## config.mk

```make
export PLATFORM = sky130hd
export DESIGN_NAME = zone_non_green_pixel_scorer
export DESIGN_NICKNAME = d
export VERILOG_FILES = /design/src/hw/rtl/zngs_pkg.sv /design/src/hw/rtl/zngs_divider.sv /design/src/hw/rtl/zngs_datapath.sv /design/src/hw/rtl/zngs_ctrl.sv /design/src/hw/rtl/zone_non_green_pixel_scorer.sv
export SDC_FILE = /design/constraint.sdc
export NUM_CORES = 1
export LEC_CHECK = 0
export BUFFER_PORTS_ARGS = -buffer_cell sky130_fd_sc_hd__buf_4
export CORE_ASPECT_RATIO = 0.8
export CORE_MARGIN = 2
export CORE_UTILIZATION = 45
export CTS_CLUSTER_DIAMETER = 200
export CTS_CLUSTER_SIZE = 24
export DETAILED_ROUTE_END_ITERATION = 8
export PLACE_DENSITY_LB_ADDON = 0.3
export RECOVER_POWER = 50
export SKIP_CTS_REPAIR_TIMING = 1
export SYNTH_ARGS = -nofsm -noshare
export SYNTH_HDL_FRONTEND = slang
export SYNTH_SLANG_ARGS = --single-unit
```

## constraint.sdc

```tcl
create_clock -name clk_i -period 6.6 [get_ports clk_i]
set_input_delay 1.32 -clock clk_i [delete_from_list [all_inputs] [get_ports clk_i]]
set_output_delay 1.32 -clock clk_i [all_outputs]
set_load 0.03 [all_outputs]
```

## src/hw/rtl/zngs_pkg.sv

```systemverilog
`default_nettype none

package zngs_pkg;

  // Fixed field widths
  localparam int unsigned PIX_W      = 8;
  localparam int unsigned COORD_W    = 10;
  localparam int unsigned GEOM_W     = 11;
  localparam int unsigned CNT_W      = 21;
  localparam int unsigned SCORE_W    = 7;
  localparam int unsigned ZONE_OUT_W = 3;
  localparam int unsigned CFG_IDX_W  = 3;
  localparam int unsigned CFG_DATA_W = 11;
  localparam int unsigned IN_DATA_W  = 48;
  localparam int unsigned OUT_DATA_W = 16;

  // Divider shape: dividend holds count * 100, quotient at most 100
  localparam int unsigned DIVIDEND_W = 28;
  localparam int unsigned DIVISOR_W  = 21;
  localparam int unsigned QUOT_W     = 7;

  localparam logic [DIVIDEND_W-1:0] PERCENT   = DIVIDEND_W'(100);
  localparam logic [CNT_W-1:0]      COUNT_MAX = {CNT_W{1'b1}};
  localparam logic [GEOM_W-1:0]     MAX_WIDTH  = GEOM_W'(1024);
  localparam logic [GEOM_W-1:0]     MAX_HEIGHT = GEOM_W'(1024);

  // Register reset values
  localparam logic [PIX_W-1:0]  RST_LUMA_MIN     = PIX_W'(40);
  localparam logic [PIX_W-1:0]  RST_LUMA_MAX     = PIX_W'(200);
  localparam logic [PIX_W-1:0]  RST_BLUE_MAX     = PIX_W'(120);
  localparam logic [PIX_W-1:0]  RST_RED_MAX      = PIX_W'(140);
  localparam logic [PIX_W-1:0]  RST_THRESHOLD    = PIX_W'(30);
  localparam logic [GEOM_W-1:0] RST_STRIP_WIDTH  = GEOM_W'(130);
  localparam logic [GEOM_W-1:0] RST_IMAGE_HEIGHT = GEOM_W'(520);

  // Register indexes
  typedef enum logic [CFG_IDX_W-1:0] {
    CFG_LUMA_MIN        = 3'd0,
    CFG_LUMA_MAX        = 3'd1,
    CFG_BLUE_CHROMA_MAX = 3'd2,
    CFG_RED_CHROMA_MAX  = 3'd3,
    CFG_BLOCK_THRESHOLD = 3'd4,
    CFG_STRIP_WIDTH     = 3'd5,
    CFG_IMAGE_HEIGHT    = 3'd6
  } cfg_idx_e;

  // Controller to datapath
  typedef struct packed {
    logic pix_load;     // latch accepted pixel
    logic zone_start;   // start row*ZONES/height division
    logic zone_sat;     // row past frame: use the bottom zone
    logic zone_take;    // take zone from divider
    logic count_upd;    // bump counters of the current zone
    logic idx_clr;      // begin frame scoring at zone 0
    logic score_start;  // start flagged*100/total division
    logic score_zero;   // empty zone scores zero
    logic score_take;   // take score from divider
    logic emit;         // load the result register, advance zone
  } ctrl_cmd_t;

  // Datapath to controller
  typedef struct packed {
    logic in_strip;
    logic row_past;
    logic frame_end;
    logic div_done;
    logic zone_empty;
    logic zone_last;
    logic out_free;
  } dp_status_t;

endpackage

`default_nettype wire

```

## src/hw/rtl/zngs_divider.sv

```systemverilog
`default_nettype none

// Restoring divider, one quotient bit per cycle, MSB first.
// Requires dividend < divisor << QUOT_W.
module zngs_divider (
  input  wire logic                              clk_i,
  input  wire logic                              rst_ni,
  input  wire logic                              start_i,
  input  wire logic [zngs_pkg::DIVIDEND_W-1:0]   dividend_i,
  input  wire logic [zngs_pkg::DIVISOR_W-1:0]    divisor_i,
  output logic                                   done_o,
  output logic [zngs_pkg::QUOT_W-1:0]            quot_o
);

  localparam int unsigned DW  = zngs_pkg::DIVIDEND_W;
  localparam int unsigned QW  = zngs_pkg::QUOT_W;
  localparam int unsigned CW  = $clog2(QW);

  logic [DW-1:0] rem_q, den_q;
  logic [QW-1:0] quot_q;
  logic [CW-1:0] cnt_q;
  logic          busy_q, done_q;
  logic          fits;

  assign fits   = rem_q >= den_q;
  assign done_o = done_q;
  assign quot_o = quot_q;

  // Control
  always_ff @(posedge clk_i or negedge rst_ni) begin
    if (!rst_ni) begin
      busy_q <= 1'b0;
      done_q <= 1'b0;
      cnt_q  <= '0;
    end else begin
      done_q <= 1'b0;
      if (start_i) begin
        busy_q <= 1'b1;
        cnt_q  <= CW'(QW - 1);
      end else if (busy_q) begin
        if (cnt_q == '0) begin
          busy_q <= 1'b0;
          done_q <= 1'b1;
        end else begin
          cnt_q <= cnt_q - 1'b1;
        end
      end
    end
  end

  // Remainder, shifted divisor and quotient
  always_ff @(posedge clk_i) begin
    if (start_i) begin
      rem_q  <= dividend_i;
      den_q  <= DW'(divisor_i) << (QW - 1);
      quot_q <= '0;
    end else if (busy_q) begin
      if (fits) begin
        rem_q <= rem_q - den_q;
      end
      den_q  <= den_q >> 1;
      quot_q <= {quot_q[QW-2:0], fits};
    end
  end

  a_start_busy: assert property (@(posedge clk_i) disable iff (!rst_ni)
    start_i |=> busy_q && !done_q)
    else $error("divider did not start");
  a_done_idle: assert property (@(posedge clk_i) disable iff (!rst_ni)
    done_q |-> !busy_q)
    else $error("divider done while busy");

endmodule

`default_nettype wire

```

## src/hw/rtl/zngs_datapath.sv

```systemverilog
`default_nettype none

module zngs_datapath #(
  parameter int unsigned ZONES = 8
) (
  input  wire logic                               clk_i,
  input  wire logic                               rst_ni,
  // configuration writes
  input  wire logic                               cfg_valid_i,
  input  wire logic [zngs_pkg::CFG_IDX_W-1:0]     cfg_index_i,
  input  wire logic [zngs_pkg::CFG_DATA_W-1:0]    cfg_data_i,
  // pixel payload
  input  wire logic [zngs_pkg::IN_DATA_W-1:0]     pix_data_i,
  input  wire logic                               pix_last_i,
  // control
  input  wire zngs_pkg::ctrl_cmd_t                cmd_i,
  output zngs_pkg::dp_status_t                    status_o,
  // results
  output logic                                    res_valid_o,
  input  wire logic                               res_ready_i,
  output logic [zngs_pkg::OUT_DATA_W-1:0]         res_data_o,
  output logic                                    res_last_o
);

  localparam int unsigned ZW = (ZONES > 1) ? $clog2(ZONES) : 1;
  localparam int unsigned PW = zngs_pkg::PIX_W;
  localparam int unsigned GW = zngs_pkg::GEOM_W;
  localparam int unsigned NW = zngs_pkg::CNT_W;
  localparam int unsigned SW = zngs_pkg::SCORE_W;
  localparam int unsigned OZ = zngs_pkg::ZONE_OUT_W;
  localparam int unsigned DW = zngs_pkg::DIVIDEND_W;
  localparam int unsigned VW = zngs_pkg::DIVISOR_W;
  localparam int unsigned CW = zngs_pkg::COORD_W;

  // Configuration registers
  logic [PW-1:0] luma_min_q, luma_max_q, blue_max_q, red_max_q, thresh_q;
  logic [GW-1:0] strip_q, height_q;

  always_ff @(posedge clk_i or negedge rst_ni) begin
    if (!rst_ni) begin
      luma_min_q <= zngs_pkg::RST_LUMA_MIN;
      luma_max_q <= zngs_pkg::RST_LUMA_MAX;
      blue_max_q <= zngs_pkg::RST_BLUE_MAX;
      red_max_q  <= zngs_pkg::RST_RED_MAX;
      thresh_q   <= zngs_pkg::RST_THRESHOLD;
      strip_q    <= zngs_pkg::RST_STRIP_WIDTH;
      height_q   <= zngs_pkg::RST_IMAGE_HEIGHT;
    end else if (cfg_valid_i) begin
      unique case (cfg_index_i)
        zngs_pkg::CFG_LUMA_MIN:        luma_min_q <= cfg_data_i[PW-1:0];
        zngs_pkg::CFG_LUMA_MAX:        luma_max_q <= cfg_data_i[PW-1:0];
        zngs_pkg::CFG_BLUE_CHROMA_MAX: blue_max_q <= cfg_data_i[PW-1:0];
        zngs_pkg::CFG_RED_CHROMA_MAX:  red_max_q  <= cfg_data_i[PW-1:0];
        zngs_pkg::CFG_BLOCK_THRESHOLD: thresh_q   <= cfg_data_i[PW-1:0];
        zngs_pkg::CFG_STRIP_WIDTH:     strip_q    <= cfg_data_i;
        zngs_pkg::CFG_IMAGE_HEIGHT:    height_q   <= cfg_data_i;
        default: ;
      endcase
    end
  end

  // Latched pixel
  logic [PW-1:0] luma_q, cb_q, cr_q;
  logic [CW-1:0] row_q, col_q;
  logic          last_q;

  always_ff @(posedge clk_i) begin
    if (cmd_i.pix_load) begin
      luma_q <= pix_data_i[7:0];
      cb_q   <= pix_data_i[15:8];
      cr_q   <= pix_data_i[23:16];
      row_q  <= pix_data_i[33:24];
      col_q  <= pix_data_i[43:34];
      last_q <= pix_last_i;
    end
  end

  // Clamped geometry and classification
  logic [GW-1:0] strip_eff, height_eff;
  logic          green;

  always_comb begin
    strip_eff  = strip_q;
    height_eff = height_q;
    if (strip_q == '0) strip_eff = GW'(1);
    if (strip_q > zngs_pkg::MAX_WIDTH) strip_eff = zngs_pkg::MAX_WIDTH;
    if (height_q == '0) height_eff = GW'(1);
    if (height_q > zngs_pkg::MAX_HEIGHT) height_eff = zngs_pkg::MAX_HEIGHT;
  end

  assign green = (luma_q >= luma_min_q) && (luma_q <= luma_max_q) &&
                 (cb_q <= blue_max_q) && (cr_q <= red_max_q);

  // Zone index: pixel zone during counting, scan index during scoring
  logic [ZW-1:0] idx_q;

  // Per-zone counters
  logic [NW-1:0] pix_cnt_q [ZONES];
  logic [NW-1:0] ng_cnt_q  [ZONES];
  logic [NW-1:0] pix_rd, ng_rd;
  logic          zone_last, clear_all;

  assign pix_rd    = pix_cnt_q[idx_q];
  assign ng_rd     = ng_cnt_q[idx_q];
  assign zone_last = idx_q == ZW'(ZONES - 1);
  assign clear_all = cmd_i.emit && zone_last;

  always_ff @(posedge clk_i or negedge rst_ni) begin
    if (!rst_ni) begin
      for (int i = 0; i < ZONES; i++) begin
        pix_cnt_q[i] <= '0;
        ng_cnt_q[i]  <= '0;
      end
    end else if (clear_all) begin
      for (int i = 0; i < ZONES; i++) begin
        pix_cnt_q[i] <= '0;
        ng_cnt_q[i]  <= '0;
      end
    end else if (cmd_i.count_upd) begin
      if (pix_rd != zngs_pkg::COUNT_MAX) pix_cnt_q[idx_q] <= pix_rd + 1'b1;
      if (!green && ng_rd != zngs_pkg::COUNT_MAX) ng_cnt_q[idx_q] <= ng_rd + 1'b1;
    end
  end

  // Shared divider
  logic [DW-1:0]  div_dividend;
  logic [VW-1:0]  div_divisor;
  logic           div_done;
  logic [SW-1:0]  div_quot;

  always_comb begin
    if (cmd_i.score_start) begin
      div_dividend = DW'(ng_rd) * zngs_pkg::PERCENT;
      div_divisor  = pix_rd;
    end else begin
      div_dividend = DW'(row_q) * DW'(ZONES);
      div_divisor  = VW'(height_eff);
    end
  end

  zngs_divider u_div (
    .clk_i      (clk_i),
    .rst_ni     (rst_ni),
    .start_i    (cmd_i.zone_start || cmd_i.score_start),
    .dividend_i (div_dividend),
    .divisor_i  (div_divisor),
    .done_o     (div_done),
    .quot_o     (div_quot)
  );

  always_ff @(posedge clk_i or negedge rst_ni) begin
    if (!rst_ni) begin
      idx_q <= '0;
    end else if (cmd_i.idx_clr || clear_all) begin
      idx_q <= '0;
    end else if (cmd_i.zone_sat) begin
      idx_q <= ZW'(ZONES - 1);
    end else if (cmd_i.zone_take) begin
      idx_q <= ZW'(div_quot);
    end else if (cmd_i.emit) begin
      idx_q <= idx_q + 1'b1;
    end
  end

  // Score and running minimum
  logic [SW-1:0] score_q, best_q, best_d;
  logic [ZW-1:0] safest_q, safest_d;

  always_ff @(posedge clk_i) begin
    if (cmd_i.score_zero) begin
      score_q <= '0;
    end else if (cmd_i.score_take) begin
      score_q <= div_quot;
    end
  end

  always_comb begin
    best_d   = best_q;
    safest_d = safest_q;
    if (idx_q == '0 || score_q < best_q) begin
      best_d   = score_q;
      safest_d = idx_q;
    end
  end

  always_ff @(posedge clk_i) begin
    if (cmd_i.emit) begin
      best_q   <= best_d;
      safest_q <= safest_d;
    end
  end

  // Result register
  logic          out_valid_q, out_last_q, out_blocked_q;
  logic [OZ-1:0] out_zone_q, out_safe_q;
  logic [SW-1:0] out_score_q;

  always_ff @(posedge clk_i or negedge rst_ni) begin
    if (!rst_ni) begin
      out_valid_q <= 1'b0;
    end else if (cmd_i.emit) begin
      out_valid_q <= 1'b1;
    end else if (res_ready_i) begin
      out_valid_q <= 1'b0;
    end
  end

  always_ff @(posedge clk_i) begin
    if (cmd_i.emit) begin
      out_zone_q    <= OZ'(idx_q);
      out_score_q   <= score_q;
      out_blocked_q <= PW'(score_q) >= thresh_q;
      out_safe_q    <= zone_last ? OZ'(safest_d) : '0;
      out_last_q    <= zone_last;
    end
  end

  assign res_valid_o = out_valid_q;
  assign res_last_o  = out_last_q;
  assign res_data_o  = {2'b00, out_safe_q, out_blocked_q, out_score_q, out_zone_q};

  // Status
  assign status_o.in_strip   = GW'(col_q) < strip_eff;
  assign status_o.row_past   = GW'(row_q) >= height_eff;
  assign status_o.frame_end  = last_q;
  assign status_o.div_done   = div_done;
  assign status_o.zone_empty = pix_rd == '0;
  assign status_o.zone_last  = zone_last;
  assign status_o.out_free   = !out_valid_q || res_ready_i;

  a_score_range: assert property (@(posedge clk_i) disable iff (!rst_ni)
    out_valid_q |-> out_score_q <= SW'(100))
    else $error("score above 100");
  a_ng_le_total: assert property (@(posedge clk_i) disable iff (!rst_ni)
    cmd_i.count_upd |-> ng_rd <= pix_rd)
    else $error("non-green count exceeds pixel count");
  a_clear: assert property (@(posedge clk_i) disable iff (!rst_ni)
    clear_all |=> pix_cnt_q[0] == '0 && idx_q == '0)
    else $error("counters not cleared after frame");

endmodule

`default_nettype wire

```

## src/hw/rtl/zngs_ctrl.sv

```systemverilog
`default_nettype none

module zngs_ctrl (
  input  wire logic                  clk_i,
  input  wire logic                  rst_ni,
  input  wire logic                  in_valid_i,
  output logic                       in_ready_o,
  input  wire zngs_pkg::dp_status_t  status_i,
  output zngs_pkg::ctrl_cmd_t        cmd_o
);

  typedef enum logic [2:0] {
    S_IDLE,
    S_CHECK,
    S_ZDIV,
    S_UPD,
    S_SLOAD,
    S_SDIV,
    S_EMIT
  } state_e;

  state_e state_q, state_d;
  logic   in_ready_q;

  assign in_ready_o = in_ready_q;

  // Next state and commands
  always_comb begin
    state_d = state_q;
    cmd_o   = '0;
    unique case (state_q)
      S_IDLE: begin
        if (in_valid_i && in_ready_q) begin
          cmd_o.pix_load = 1'b1;
          state_d        = S_CHECK;
        end
      end
      S_CHECK: begin
        if (!status_i.in_strip) begin
          cmd_o.idx_clr = status_i.frame_end;
          state_d       = status_i.frame_end ? S_SLOAD : S_IDLE;
        end else if (status_i.row_past) begin
          cmd_o.zone_sat = 1'b1;
          state_d        = S_UPD;
        end else begin
          cmd_o.zone_start = 1'b1;
          state_d          = S_ZDIV;
        end
      end
      S_ZDIV: begin
        if (status_i.div_done) begin
          cmd_o.zone_take = 1'b1;
          state_d         = S_UPD;
        end
      end
      S_UPD: begin
        cmd_o.count_upd = 1'b1;
        cmd_o.idx_clr   = status_i.frame_end;
        state_d         = status_i.frame_end ? S_SLOAD : S_IDLE;
      end
      S_SLOAD: begin
        if (status_i.zone_empty) begin
          cmd_o.score_zero = 1'b1;
          state_d          = S_EMIT;
        end else begin
          cmd_o.score_start = 1'b1;
          state_d           = S_SDIV;
        end
      end
      S_SDIV: begin
        if (status_i.div_done) begin
          cmd_o.score_take = 1'b1;
          state_d          = S_EMIT;
        end
      end
      S_EMIT: begin
        if (status_i.out_free) begin
          cmd_o.emit = 1'b1;
          state_d    = status_i.zone_last ? S_IDLE : S_SLOAD;
        end
      end
      default: state_d = S_IDLE;
    endcase
  end

  // State and registered ready
  always_ff @(posedge clk_i or negedge rst_ni) begin
    if (!rst_ni) begin
      state_q    <= S_IDLE;
      in_ready_q <= 1'b1;
    end else begin
      state_q    <= state_d;
      in_ready_q <= state_d == S_IDLE;
    end
  end

  a_ready_idle: assert property (@(posedge clk_i) disable iff (!rst_ni)
    in_ready_q |-> state_q == S_IDLE)
    else $error("ready outside idle");
  a_emit_free: assert property (@(posedge clk_i) disable iff (!rst_ni)
    cmd_o.emit |-> status_i.out_free)
    else $error("result overwritten");

endmodule

`default_nettype wire

```

## src/hw/rtl/zone_non_green_pixel_scorer.sv

```systemverilog
`default_nettype none

// Channel    | Dir | Handshake                    | Payload
// s_axis     | in  | s_axis_tvalid / s_axis_tready| one pixel, tlast = frame end
// m_axis     | out | m_axis_tvalid / m_axis_tready| one zone result, tlast = last zone
// cfg        | in  | cfg_valid_i / cfg_ready_o    | register index and write data
//
// A pixel outside the strip is not counted; a strip pixel below the frame
// goes to the bottom zone; others wait on the 7-step shared divider.
// On frame end each zone scores zero (empty) or runs a score division, plus
// any wait on m_axis; a new pixel is taken while the last result waits.
// Reset (rst_ni, async low) clears counters and loads register defaults.
module zone_non_green_pixel_scorer #(
  parameter int unsigned ZONES = 8
) (
  input  wire logic                             clk_i,
  input  wire logic                             rst_ni,
  // configuration
  input  wire logic                             cfg_valid_i,
  output logic                                  cfg_ready_o,
  input  wire logic [zngs_pkg::CFG_IDX_W-1:0]   cfg_index_i,
  input  wire logic [zngs_pkg::CFG_DATA_W-1:0]  cfg_data_i,
  // pixels
  input  wire logic                             s_axis_tvalid,
  output logic                                  s_axis_tready,
  // tdata: luma[7:0], blue_chroma[15:8], red_chroma[23:16],
  //        row_index[33:24], column_index[43:34], zero[47:44]
  input  wire logic [zngs_pkg::IN_DATA_W-1:0]   s_axis_tdata,
  input  wire logic                             s_axis_tlast,
  // results
  output logic                                  m_axis_tvalid,
  input  wire logic                             m_axis_tready,
  // tdata: zone_number[2:0], danger_score[9:3], blocked[10],
  //        safest_zone[13:11], zero[15:14]
  output logic [zngs_pkg::OUT_DATA_W-1:0]       m_axis_tdata,
  output logic                                  m_axis_tlast
);

  zngs_pkg::ctrl_cmd_t  cmd;
  zngs_pkg::dp_status_t status;

  // Register writes are always accepted and registered
  assign cfg_ready_o = 1'b1;

  zngs_ctrl u_ctrl (
    .clk_i      (clk_i),
    .rst_ni     (rst_ni),
    .in_valid_i (s_axis_tvalid),
    .in_ready_o (s_axis_tready),
    .status_i   (status),
    .cmd_o      (cmd)
  );

  zngs_datapath #(
    .ZONES (ZONES)
  ) u_dp (
    .clk_i       (clk_i),
    .rst_ni      (rst_ni),
    .cfg_valid_i (cfg_valid_i && cfg_ready_o),
    .cfg_index_i (cfg_index_i),
    .cfg_data_i  (cfg_data_i),
    .pix_data_i  (s_axis_tdata),
    .pix_last_i  (s_axis_tlast),
    .cmd_i       (cmd),
    .status_o    (status),
    .res_valid_o (m_axis_tvalid),
    .res_ready_i (m_axis_tready),
    .res_data_o  (m_axis_tdata),
    .res_last_o  (m_axis_tlast)
  );

endmodule

`default_nettype wire
```

==> flow_summary.toml <==
[global_routing]
use_met3_pct = 3.24
grt_pass1_wl_um = 123000
met1_usage_pct = 34.3
use_met2_pct = 34.7
gr-total-overflow = 0
track_usage_pct = 22.6
grt_max_degree = 187
antenna_found_initial = 0
top_usage_layer = "met2"
grt_pass1_vias = 21500

[timing]
setup_slack_ns = 0.645
period_share_pct = 90.2
rsz0062_at_grt = "no"
worst_pin_slew_ns = 4.75
slew_headroom_pct = -217
setup_viol = 0
clock_skew_ns = 0.0224
min_period_ns = 5.96
timing_hold_violations_final = 0
tns_ns = 0
fin_hold_ws_ns = 0.506
max_freq_mhz = 168
final-max-slew-violation-count = 149

[synthesis]
netlist_area_mm2 = 0.0296
synth.area.top_cells = "dfrtp_1 (33%), edfxtp_1 (12%), mux2i_1 (7.4%)"
synth_top_family_by_area = "simple AND/OR/NAND/NOR gates"
syn_avg_cell_area_um2 = 10.3
synthCells = 2865
synth_edf_count = 119
yosysTopAreaCellShare_pct = 32.9
ys_warn_count = 0
yosysTopAreaCell = "dfrtp_1"
netlist_top_cells_count = "dfrtp_1 (390), nand2_1 (330), o21ai_0 (247)"
synth.most_common_cell = "dfrtp_1"
synth.distinct_cells = 91
yosys.area_share.adder_pct = 8.15
synth-compound-area-share_pct = 12.8
yosysSeqAreaShare_pct = 48.2
yosys.area_share.xor_xnor_pct = 2.22
async_reset_ff_share_pct = 74.7
synthFlopType = "dfrtp_1"
synth-simple-area-share_pct = 13.2
ys_ff_latch = 550
muxShareOfSynthArea_pct = 10.8

[clocking]
tritoncts = "built"
cts_root_buf = "clkbuf_16"
cts.clk_slew.worst_paths_ns = 0.10
cts_buffers = 26
clock_path_buffers = 3
clkLatencyLatePin_ns = 0.61
clock_sinks = 550
h-tree-depth = 1

[floorplanning]
die_y_um = 234
rows = 84
core_mm2 = 0.0655
ios = 88
dieArea_mm2 = 0.0680
die_x_um = 291
initial_core_util_pct = 45.3

[layout]
multi_input_area_mm2 = 0.0140
area_delta_synth_final_pct = 7.81
drive_gt1_share_pct = 9.95
diodes = 0
register_area_mm2 = 0.0143
nFillCells = 5912
nNetsFinal = 3132

[outcome]
violations = "capacitance limit, slew limit"
status = "finished, violations left"

[place]
port_buffers = 80
dp_hpwl_um = 53400
place.gp.congestion = 0.902
pre_cts_ws_ns = 0.794

[power_and_ir_drop]
leakage_nw = 15.4
powerDensity_mw_per_mm2 = 416
ir_drop_uv = 240

[setup_path]
critPathCaptureType = "register"
critPathRequiredTime_ns = 6.94
crit_type = "register to register"
crit_arrival_ns = 6.30
cp-start-kind = "register"
cp_max_fo = 22

[detailed_routing]
wire_per_inst_um = 20.8
viasPerCell = 5.91
routed_wl_um = 77900
firstDrtPassIters = 6
ant_nets = 0
via_count = 22200
route.detailed.drc = 0
drtIter0Drc = 2164

[hold_path]
hold_class = "register to register"

[run]
drv_cap = 2
-- kinds of logic after synthesis --
| group | count (synthesis) |
|---|---|
| mux | 293 |
| flops | 550 |
| other cells | 2 |
| simple gates | 829 |
| buf+inv | 328 |
| xor+xnor | 75 |
| compound gates | 605 |
| fa+ha+maj | 183 |
-- through the flow --
stage          area, um^2  util, %  power (mW)  instances
6_report            32000     48.8        13.3       3754
5_1_grt             32000     48.8        14.2       3754
4_1_cts             32000     48.9        13.2       3754
3_5_place_dp        31300     47.8        11.4       3713
3_3_place_gp        31300     47.8        11.1       3713
2_1_floorplan       29700        -        9.40       2866
-- path summary, 6_finish.rpt --
path,startpoint,endpoint,slack (ns),cells past startpoint
max in group asynchronous,rst_ni,u_dp.pix_cnt_q[62],1.38,1
worst max register to register,u_dp.idx_q[1],u_dp.u_div.rem_q[27],0.64,19
worst min-delay path,u_dp.pix_cnt_q[144],u_dp.pix_cnt_q[144],0.51,2
worst min register to register,u_dp.pix_cnt_q[144],u_dp.pix_cnt_q[144],0.51,2
worst max-delay path,u_dp.idx_q[1],u_dp.u_div.rem_q[27],0.64,19
min in group asynchronous,rst_ni,u_dp.pix_cnt_q[100],2.57,1
-- report_power, final --
part | internal [mW] | switching [mW]
Sequential | 4.55 | 0.567
Clock | 0.772 | 1.10
Combinational | 2.35 | 3.95
-- layout make-up --
cell class / instances / area share (%)
repair buffers: 148 / 3.70
well taps: 860 / 3.37
flip-flops and latches: 550 / 44.7
multi-input cells: 1988 / 44.0
clock buffers: 41 / 2.31
inverters: 167 / 1.96
-- layout by cell type (no fill, tap or decap), types with 20 or more instances in the layout --
| master | instances |
|---|---|
| clkbuf_16 | 27 |
| o21ai_0 | 246 |
| clkbuf_4 | 47 |
| clkbuf_1 | 21 |
| dfrtp_1 | 387 |
| nor2b_1 | 21 |
| mux2i_1 | 218 |
| inv_1 | 165 |
| nor3_1 | 24 |
| buf_4 | 83 |
| edfxtp_1 | 119 |
| dfxtp_1 | 20 |
| a22oi_1 | 73 |
| xor2_1 | 26 |
| ha_1 | 166 |
| dfstp_2 | 21 |
| nand3_1 | 212 |
| xnor2_1 | 49 |
| mux2_2 | 57 |
| a21o_1 | 34 |
| nand2b_1 | 39 |
| nand2_1 | 329 |
| a21oi_1 | 86 |
| nor2_1 | 94 |
-- worst max-delay path: stages (launching register included) --
cell and delay [ns]:
dfrtp_2 0.75, nand2_1 0.18, nor2_2 0.65, buf_4 0.34
a22oi_1 0.12, and4_1 0.28, inv_1 0.12, ha_1 0.25
ha_1 0.30, fa_1 0.47, ha_1 0.36, o21ai_0 0.24
o211ai_1 0.15, nand3b_1 0.14, o21ai_0 0.15, a211oi_1 0.41
o21bai_1 0.17, o41a_1 0.34, xnor2_1 0.14, o21ai_0 0.10
-- flip-flops by register name, indices dropped and copies added, names as in the netlist, 7 cells and up --
signal             cells
u_dp.cb_q              8
u_dp.out_score_q       7
u_dp.u_div.den_q      27
u_dp.row_q            10
u_dp.u_div.rem_q      28
u_dp.luma_q            8
u_dp.red_max_q         8
u_dp.luma_max_q        8
u_dp.height_q         11
u_dp.u_div.quot_o      7
u_dp.luma_min_q        8
u_dp.cr_q              8
u_dp.strip_q          11
u_dp.ng_cnt_q        168
u_dp.thresh_q          8
u_dp.best_q            7
u_dp.pix_cnt_q       168
u_dp.blue_max_q        8
u_dp.col_q            10
u_dp.score_q           7
-- layer usage --
metal,routed length (um),share of wire [%]
met1,36600,47
met2,34700,45
met3,5390,6.9
met4,1190,1.5
met5,0,0
Note: power is estimated with default switching activity, not from simulation.
